<file path="src/hdl/whf_pkg.sv">
// Package: shared types and constants of the weighted histogram engine.
`timescale 1ns / 1ps
package whf_pkg;

  typedef enum logic [1:0] {
    REG_IN_RANGE  = 2'd0,
    REG_UNDERFLOW = 2'd1,
    REG_OVERFLOW  = 2'd2,
    REG_READ      = 2'd3
  } region_e;

  typedef enum logic [0:0] {
    OP_FILL = 1'b0,
    OP_READ = 1'b1
  } op_e;

  typedef enum logic [2:0] {
    CFG_X_MIN     = 3'd0,
    CFG_X_MAX     = 3'd1,
    CFG_BIN_FACT  = 3'd2,
    CFG_LOG_MODE  = 3'd3,
    CFG_LOG_X_MIN = 3'd4,
    CFG_BINS_USED = 3'd5
  } cfg_idx_e;

  localparam int unsigned CfgIdxW  = 3;
  localparam int unsigned CfgDataW = 32;
  localparam int unsigned WeightW  = 48;
  localparam int unsigned HitsW    = 32;
  localparam logic [WeightW-1:0] WeightMax = '1;
  localparam logic [HitsW-1:0]   HitsMax   = '1;

  typedef struct packed {
    logic [0:0]          op;
    logic signed [31:0]  sample_value;
    logic [15:0]         sample_weight;
    logic [9:0]          read_index;
  } in_item_t;

  typedef struct packed {
    logic [1:0]   region;
    logic [9:0]   bin_index;
    logic [47:0]  bin_weight;
    logic [31:0]  bin_hits;
    logic [47:0]  total_weight;
    logic [47:0]  underflow_weight;
    logic [47:0]  overflow_weight;
  } out_item_t;

  function automatic logic [WeightW-1:0] sat_add48(logic [WeightW-1:0] a, logic [15:0] b);
    logic [WeightW:0] s;
    s = {1'b0, a} + {{(WeightW-15){1'b0}}, b};
    return s[WeightW] ? WeightMax : s[WeightW-1:0];
  endfunction

endpackage

</file>
<file path="src/hdl/whf_if.sv">
// Interfaces: valid/ready channels for input and result items.
`timescale 1ns / 1ps
interface whf_in_if;
  logic                 valid;
  logic                 ready;
  whf_pkg::in_item_t    data;
  modport source (output valid, output data, input ready);
  modport sink   (input valid, input data, output ready);
endinterface


</file>
<file path="src/hdl/whf_front.sv">
// Front end: classifies items and computes the bin over a short pipeline.
`timescale 1ns / 1ps
module whf_front #(
  parameter int unsigned NumBins = 1024
) (
  input  logic                       clk_i,
  input  logic                       rst_ni,
  input  logic signed [31:0]         x_min_i,
  input  logic signed [31:0]         x_max_i,
  input  logic [31:0]                bin_factor_i,
  input  logic                       log_mode_i,
  input  logic signed [14:0]         log_x_min_i,
  input  logic [10:0]                bins_used_i,
  whf_in_if.sink                     in_if,
  output logic                       job_valid_o,
  input  logic                       job_ready_i,
  output whf_pkg::region_e           job_region_o,
  output logic [$clog2(NumBins)-1:0] job_index_o,
  output logic [15:0]                job_weight_o
);
  import whf_pkg::*;
  localparam int unsigned IdxW = $clog2(NumBins);

  typedef enum logic [3:0] {
    ST_IDLE = 4'b0001,
    ST_MUL  = 4'b0010,
    ST_CLMP = 4'b0100,
    ST_OUT  = 4'b1000
  } state_e;

  state_e state_q, state_d;
  region_e region_q;
  logic [15:0] weight_q;
  logic [32:0] mul_a_q;
  logic [31:0] fact_q;
  logic [5:0]  shift_q;
  logic [64:0] prod_q;
  logic [IdxW-1:0] idx_q;
  logic [16:0] last_q;

  // classification and operand preparation
  logic signed [32:0] diff_lin;
  logic [4:0] lead;
  logic [9:0] lfrac;
  logic signed [15:0] mlog;
  logic signed [16:0] ldiff;
  logic [31:0] uv;
  logic [16:0] nused;
  region_e reg_c;

  always_comb begin
    uv = in_if.data.sample_value;
    lead = '0;
    for (int i = 0; i < 32; i++) begin
      if (uv[i]) lead = 5'(i);
    end
    lfrac = 10'((({32'b0, uv} << 10) >> lead));
    mlog = 16'(signed'({11'b0, lead}) - 16'sd16) * 16'sd1024 + signed'({6'b0, lfrac});
    ldiff = 17'(mlog) - 17'(log_x_min_i);
    diff_lin = 33'(in_if.data.sample_value) - 33'(x_min_i);
    if (in_if.data.op == OP_READ) reg_c = REG_READ;
    else if (in_if.data.sample_value < x_min_i) reg_c = REG_UNDERFLOW;
    else if (in_if.data.sample_value > x_max_i) reg_c = REG_OVERFLOW;
    else reg_c = REG_IN_RANGE;
    nused = (bins_used_i == 11'd0) ? 17'd1 : 17'(bins_used_i);
    if (nused > 17'(NumBins)) nused = 17'(NumBins);
  end

  assign in_if.ready = (state_q == ST_IDLE);

  always_ff @(posedge clk_i or negedge rst_ni) begin
    if (!rst_ni) begin
      state_q <= ST_IDLE;
    end else begin
      state_q <= state_d;
    end
  end

  always_comb begin
    case (state_q)
      ST_IDLE: state_d = in_if.valid ? ST_MUL : ST_IDLE;
      ST_MUL:  state_d = ST_CLMP;
      ST_CLMP: state_d = ST_OUT;
      ST_OUT:  state_d = job_ready_i ? ST_IDLE : ST_OUT;
      default: state_d = ST_IDLE;
    endcase
  end

  logic [64:0] shifted;
  assign shifted = prod_q >> shift_q;

  always_ff @(posedge clk_i) begin
    if (state_q == ST_IDLE && in_if.valid) begin
      region_q <= reg_c;
      weight_q <= in_if.data.sample_weight;
      fact_q   <= bin_factor_i;
      last_q   <= nused - 17'd1;
      if (!log_mode_i) begin
        mul_a_q <= diff_lin;
        shift_q <= 6'd32;
      end else if (in_if.data.sample_value <= 0 || ldiff < 0) begin
        mul_a_q <= '0;
        shift_q <= 6'd26;
      end else begin
        mul_a_q <= 33'(ldiff);
        shift_q <= 6'd26;
      end
      if (reg_c == REG_READ) begin
        if (32'(in_if.data.read_index) >= NumBins) idx_q <= IdxW'(NumBins - 1);
        else idx_q <= IdxW'(in_if.data.read_index);
      end
    end
    if (state_q == ST_MUL) begin
      prod_q <= 65'({32'b0, mul_a_q} * {33'b0, fact_q});
    end
    if (state_q == ST_CLMP && region_q == REG_IN_RANGE) begin
      if (shifted > 65'(last_q)) idx_q <= IdxW'(last_q);
      else idx_q <= IdxW'(shifted);
    end
  end

  assign job_valid_o  = (state_q == ST_OUT);
  assign job_region_o = region_q;
  assign job_index_o  = idx_q;
  assign job_weight_o = weight_q;
endmodule

</file>
<file path="src/flat_wrapper.sv">
// flat-port wrapper written by rule: the top's interface ports become plain ports
module whf_front_flat import whf_pkg::*;
#(
  parameter int unsigned NumBins = 1024
)
  (clk_i, rst_ni, x_min_i, x_max_i, bin_factor_i, log_mode_i, log_x_min_i, bins_used_i, job_valid_o, job_ready_i, job_region_o, job_index_o, job_weight_o, in_if_valid, in_if_data, in_if_ready);
  whf_in_if in_if_i ();
  input  logic clk_i;
  input  logic rst_ni;
  input  logic signed [31:0] x_min_i;
  input  logic signed [31:0] x_max_i;
  input  logic [31:0] bin_factor_i;
  input  logic log_mode_i;
  input  logic signed [14:0] log_x_min_i;
  input  logic [10:0] bins_used_i;
  output logic job_valid_o;
  input  logic job_ready_i;
  output whf_pkg::region_e job_region_o;
  output logic [$clog2(NumBins)-1:0] job_index_o;
  output logic [15:0] job_weight_o;
  input wire logic [$bits(in_if_i.valid)-1:0] in_if_valid;
  input wire logic [$bits(in_if_i.data)-1:0] in_if_data;
  output wire logic [$bits(in_if_i.ready)-1:0] in_if_ready;
  assign in_if_i.valid = in_if_valid;
  assign in_if_i.data = in_if_data;
  assign in_if_ready = in_if_i.ready;
  whf_front #(.NumBins(NumBins)) u_core (.clk_i(clk_i), .rst_ni(rst_ni), .x_min_i(x_min_i), .x_max_i(x_max_i), .bin_factor_i(bin_factor_i), .log_mode_i(log_mode_i), .log_x_min_i(log_x_min_i), .bins_used_i(bins_used_i), .in_if(in_if_i), .job_valid_o(job_valid_o), .job_ready_i(job_ready_i), .job_region_o(job_region_o), .job_index_o(job_index_o), .job_weight_o(job_weight_o));
endmodule
</file>
<file path="config.mk">
export PLATFORM = sky130hd
export DESIGN_NAME = whf_front_flat
export DESIGN_NICKNAME = d
export VERILOG_FILES = /design/src/hdl/whf_pkg.sv /design/src/hdl/whf_if.sv /design/src/hdl/whf_front.sv /design/src/flat_wrapper.sv
export SDC_FILE = /design/constraint.sdc
export NUM_CORES = 2
export LEC_CHECK = 0
export ABC_CLOCK_PERIOD_IN_PS = 9480
export BUFFER_PORTS_ARGS = -buffer_cell sky130_fd_sc_hd__buf_2
export CAP_MARGIN = 20
export CORE_MARGIN = 2
export CORE_UTILIZATION = 60
export DETAILED_ROUTE_END_ITERATION = 12
export PLACE_DENSITY = 0.89
export SETUP_SLACK_MARGIN = 0.4
export SYNTH_ARGS = -nofsm -noshare
export SYNTH_HDL_FRONTEND = slang
export SYNTH_SLANG_ARGS = --single-unit
</file>
<file path="constraint.sdc">
create_clock -name clk_i -period 9.48 [get_ports clk_i]
set_input_delay 1.422 -clock clk_i [delete_from_list [all_inputs] [get_ports clk_i]]
set_output_delay 1.422 -clock clk_i [all_outputs]
set_load 0.005 [all_outputs]
</file>
After elaboration in Yosys (flattened, before gate mapping)
Cells that the tools add are included.
{"block": "op_classes", "addsub": 5, "mul": 1, "n_lt_le_gt_ge": 6, "n_eq_ne": 5, "shift": 2, "n_mux": 46, "reduce_logical": 8}
{"cell": "two-way mux 5 bit", "n": 30}
{"cell": "two-way mux 33 bit", "n": 2}
{"cell": "> comparator 65 x 17 -> 1 bit", "n": 1}
{"cell": "multiplier 33 x 32 -> 65 bit", "n": 1}
{"cell": "right shift 65 x 6 -> 65 bit", "n": 1}
{"cell": "right shift 42 x 5 -> 10 bit", "n": 1}
{"cell": "two-way mux 10 bit", "n": 4}
{"cell": "subtractor 32 x 32 -> 33 bit", "n": 1}
{"cell": "> comparator 32 bit", "n": 1}
{"cell": "less-or-equal comparator 32 x 1 -> 1 bit, second input constant", "n": 1}
{"cell": "< comparator 32 bit", "n": 1}
{"cell": "> comparator 17 x 11 -> 1 bit, second input constant", "n": 1}
{"cell": "< comparator 17 x 1 -> 1 bit, second input constant", "n": 1}
{"cell": "two-way mux 17 bit", "n": 1}
{"cell": "subtractor 16 x 15 -> 17 bit", "n": 1}
{"cell": "subtractor 17 x 1 -> 17 bit, second input constant", "n": 1}
{"cell": "adder 16 x 11 -> 16 bit", "n": 1}
{"cell": "case mux 4 bit (4 select lines)", "n": 1}
{"cell": "zero test 11 bit", "n": 1}
{"cell": "two-way mux 11 bit", "n": 1}
{"cell": "two-way mux 2 bit", "n": 4}
{"cell": "two-way mux 6 bit", "n": 1}
{"cell": "subtractor 5 x 5 -> 6 bit, second input constant", "n": 1}
{"cell": "equality test 4 x 1 -> 1 bit, second input constant", "n": 1}
{"cell": "11 further kinds", "n": 13}
{"block": "word_totals", "regBits": 185, "inputBits": 186, "word_cells": 82}

Logic depth before layout (Yosys ltp)
{"block": "depth", "depth_word": 38, "ltp_mapped": 31}

Least setup slack after synthesis
Ideal clock, no wire load.
{"block": "synth_path", "path_type": "register to register", "startpoint": "register u_core.state_q[3]", "endpoint": "register u_core.prod_q[0], enable pin", "setup_time_ns": 0.674, "t_arrival_ns": 7.196, "slack_ns": 1.609, "stages_incl_launch_ff": 2, "n_path_buf": 0, "path_cell_list": "dfrtp_1 nor4b_1"}
{"block": "synth_between", "elab_chain_len": 1}
{"item": "start: declaration", "line_no": "whf_front.sv:31", "text": "state_e state_q, state_d;"}
{"item": "start signal: assignment", "line_no": "whf_front.sv:75", "text": "state_q <= state_d;"}
{"item": "equality test 4 x 2 -> 1 bit", "line_no": "whf_front.sv:113", "text": "if (state_q == ST_MUL) begin"}
{"item": "end signal: assignment", "line_no": "whf_front.sv:114", "text": "prod_q <= 65'({32'b0, mul_a_q} * {33'b0, fact_q});"}
{"item": "end: declaration", "line_no": "whf_front.sv:37", "text": "logic [64:0] prod_q;"}
Every way passes these cells.
A chain may end at the register's enable or synchronous reset.

Worst setup path in the final report
{"block": "layout_path", "startpoint": "register u_core.mul_a_q[7]", "endpoint": "register u_core.prod_q[61] (data pin)"}
{"block": "layout_between", "elab_chain_len": 1}
{"item": "start: declaration", "line_no": "whf_front.sv:34", "text": "logic [32:0] mul_a_q;"}
{"item": "start signal: assignment", "line_no": "whf_front.sv:99", "text": "mul_a_q <= diff_lin;"}
{"item": "start signal: assignment", "line_no": "whf_front.sv:105", "text": "mul_a_q <= 33'(ldiff);"}
{"item": "multiplier 33 x 32 -> 65 bit", "line_no": "whf_front.sv:114"}
Every way passes these cells.

==> results_dict.tcl <==
set metrics [dict create \
    die_w_um 279 \
    outcome "finished, final reports clean" \
    hold_viol 0 \
    hold_class "flip-flop to flip-flop" \
    drv_slew 0 \
    yosysTopAreaCellShare 0.410 \
    synth-async-reset-ratio 0.0221 \
    pre_cts_ws_ns 0.695 \
    first_global_vias 39500 \
    worstSetupPathType "flip-flop to flip-flop" \
    overflow 0 \
    clkSinkCount 181 \
    reg2reg_depth 26 \
    synth_top_cell_by_area "fa_1" \
    post-synth-top-count-cell "inv_1" \
    max_stage_delay_ns 1.17 \
    path_max_fanout 24 \
    track_usage 0.336 \
    dr.pass1.iters 9 \
    endpoint_kind "flip-flop" \
    period_share 0.932 \
    synth_common_cells "inv_1, fa_1, nand2_1" \
    vias 36300 \
    ys_types 87 \
    syn_to_final_growth_pct 6.96 \
    drt_iter0_drc 3461 \
    whs_path_depth 1 \
    post-route-drc-count 0 \
    drive_above_1_share 0.0807 \
    ys_ff_latch 181 \
    post_drt_wl_per_cell_um 21.0 \
    synthesis.area_sq_um 45300 \
    crit_arrival_ns 9.09 \
    port_buffers 215 \
    core-area_sq_um 74600 \
    die_h_um 279 \
    hpwl_um 101000 \
    start_kind "flip-flop" \
    cts.path.max_buffers 2 \
    start_util 0.608 \
    num_rows 100 \
    setup_ws_ns 0.647 \
    finalSetupTns_ns 0 \
    wl_um 128000 \
    nNetsFinal 6577 \
    synth-edff-count 177 \
    syn_avg_cell_area_sq_um 9.10 \
    post-route-min-period_ns 8.83 \
    ys_top_cells_by_area "fa_1, edfxtp_1, ha_1, inv_1, nand2_1" \
    maxSlewHeadroom 0.171 \
    antenna_found_initial 5 \
    cts_htree_levels 4 \
    synth_top_flop_cell "edfxtp_1" \
    cts_resized 0 \
    insertion_delay_ns 0.52 \
    gp_congestion 0.970 \
    path_common_cell "fa_1" \
    path_clk_slew_ns 0.09 \
    cap_violations 0 \
    grt_pass1_wl_um 203000 \
    cts_tree "yes" \
    ys_warn_count 0 \
    ys_seq_area_frac 0.120 \
    critical-path-slowest-cell "edfxtp_1" \
    setup_viol 0 \
    io_pins 216 \
    max_freq_ghz 0.113 \
    tightest_slew_ns 1.24 \
    antenna_left 0 \
    required_ns 9.74 \
    rsz0062_at_grt "false" \
    numCtsBuffers 17 \
    finClkSkew_ns 0.0279 \
    cts-root-buf "clkbuf_16" \
    die_area_sq_um 77700 \
    postSynthCellCount 4978 \
    vias_per_cell 5.96 \
    grt_max_degree 67 \
]
-- layout make-up --
cell class	count	area, sq um
flip-flops and latches	181	5420
clock inverters	15	214
inverters	1143	4290
diodes	4	10.0
well taps	969	1210
clock buffers	17	425
fillers	5495	26100
repair buffers	340	2180
multi-input cells	3420	34700
-- critical path, delay by kind of cell (launching register included) --
kind	cells	cell delay, ns
buf+inv	5	0.27
flops	1	1.17
fa+ha+maj	9	4.32
compound gates	8	2.23
simple gates	3	0.43
xor+xnor	1	0.12
-- routing by layer --
| layer | routed length (um) | track usage | vias up |
|---|---|---|---|
| met1 | 43600 | 0.386 | 17800 |
| met4 | 10100 | 0.226 | 4 |
| met2 | 60900 | 0.560 | 2383 |
| met3 | 13600 | 0.0783 | 771 |
| met5 | 25 | 0 | - |
| li1 | - | - | 15400 |
-- flip-flops by register name, summed over array words and instances, names as in the netlist --
name	flops
u_core.shift_q	2
u_core.last_q	17
u_core.job_index_o	10
u_core.job_region_o	2
u_core.prod_q	65
u_core.job_weight_o	16
u_core.state_q	4
u_core.mul_a_q	33
u_core.fact_q	32
-- what timing repair did --
item / CTS / global route
endpoints found under the setup margin: 0 / 3
buffers inserted: 0 / 22
endpoints found under the hold margin: 0 / 0
hold buffers: 0 / 0
-- worst paths after layout --
kind | startpoint | to | slack [ns]
worst min register to register | u_core.state_q[3] | u_core.state_q[2] | 0.54
min in group asynchronous | rst_ni | u_core.state_q[1] | 0.69
worst min-delay path | u_core.state_q[3] | u_core.state_q[2] | 0.54
worst max register to register | u_core.mul_a_q[7] | u_core.prod_q[61] | 0.65
max in group asynchronous | rst_ni | u_core.state_q[0] | 8.58
worst max-delay path | u_core.mul_a_q[7] | u_core.prod_q[61] | 0.65
-- layout by cell type (no fill, tap or decap), types with 26 or more instances in the layout --
cell,synthesis,layout
a21o_1,66,66
a21oi_1,128,127
and2_1,245,244
buf_2,7,215
buf_4,0,109
edfxtp_1,177,177
fa_1,928,928
ha_1,360,360
inv_1,1142,1142
mux2i_1,77,77
nand2_1,927,927
nand2b_1,29,29
nand3_1,30,30
nand4_1,26,26
nor2_1,99,99
nor2b_1,29,29
nor3_1,34,34
o21ai_0,79,78
xnor2_1,61,61
xor2_1,35,35
-- per-stage QoR --
step                      hold WS, ns  utilization  cells  area, sq um
after floorplan                 0.468            -   4980        45300
after global placement          0.503        0.636   6025        47400
after detailed placement        0.533        0.636   6026        47500
after CTS                       0.544        0.645   6058        48100
after global routing            0.571        0.650   6087        48500
final                           0.545        0.650   6089        48500
-- logic make-up after synthesis --
logic type | share of synthesized area
and+or+nand+nor | 0.148
buffers and inverters | 0.115
adders and majority gates | 0.510
AOI/OAI and AO/OA | 0.0674
DFF | 0.120
xor gates and xnor gates | 0.0186
muxes | 0.0222
other | 0.0000828
Power is not shown: default switching activity piles up to over one toggle a cycle in this logic, so the estimate is an artifact.
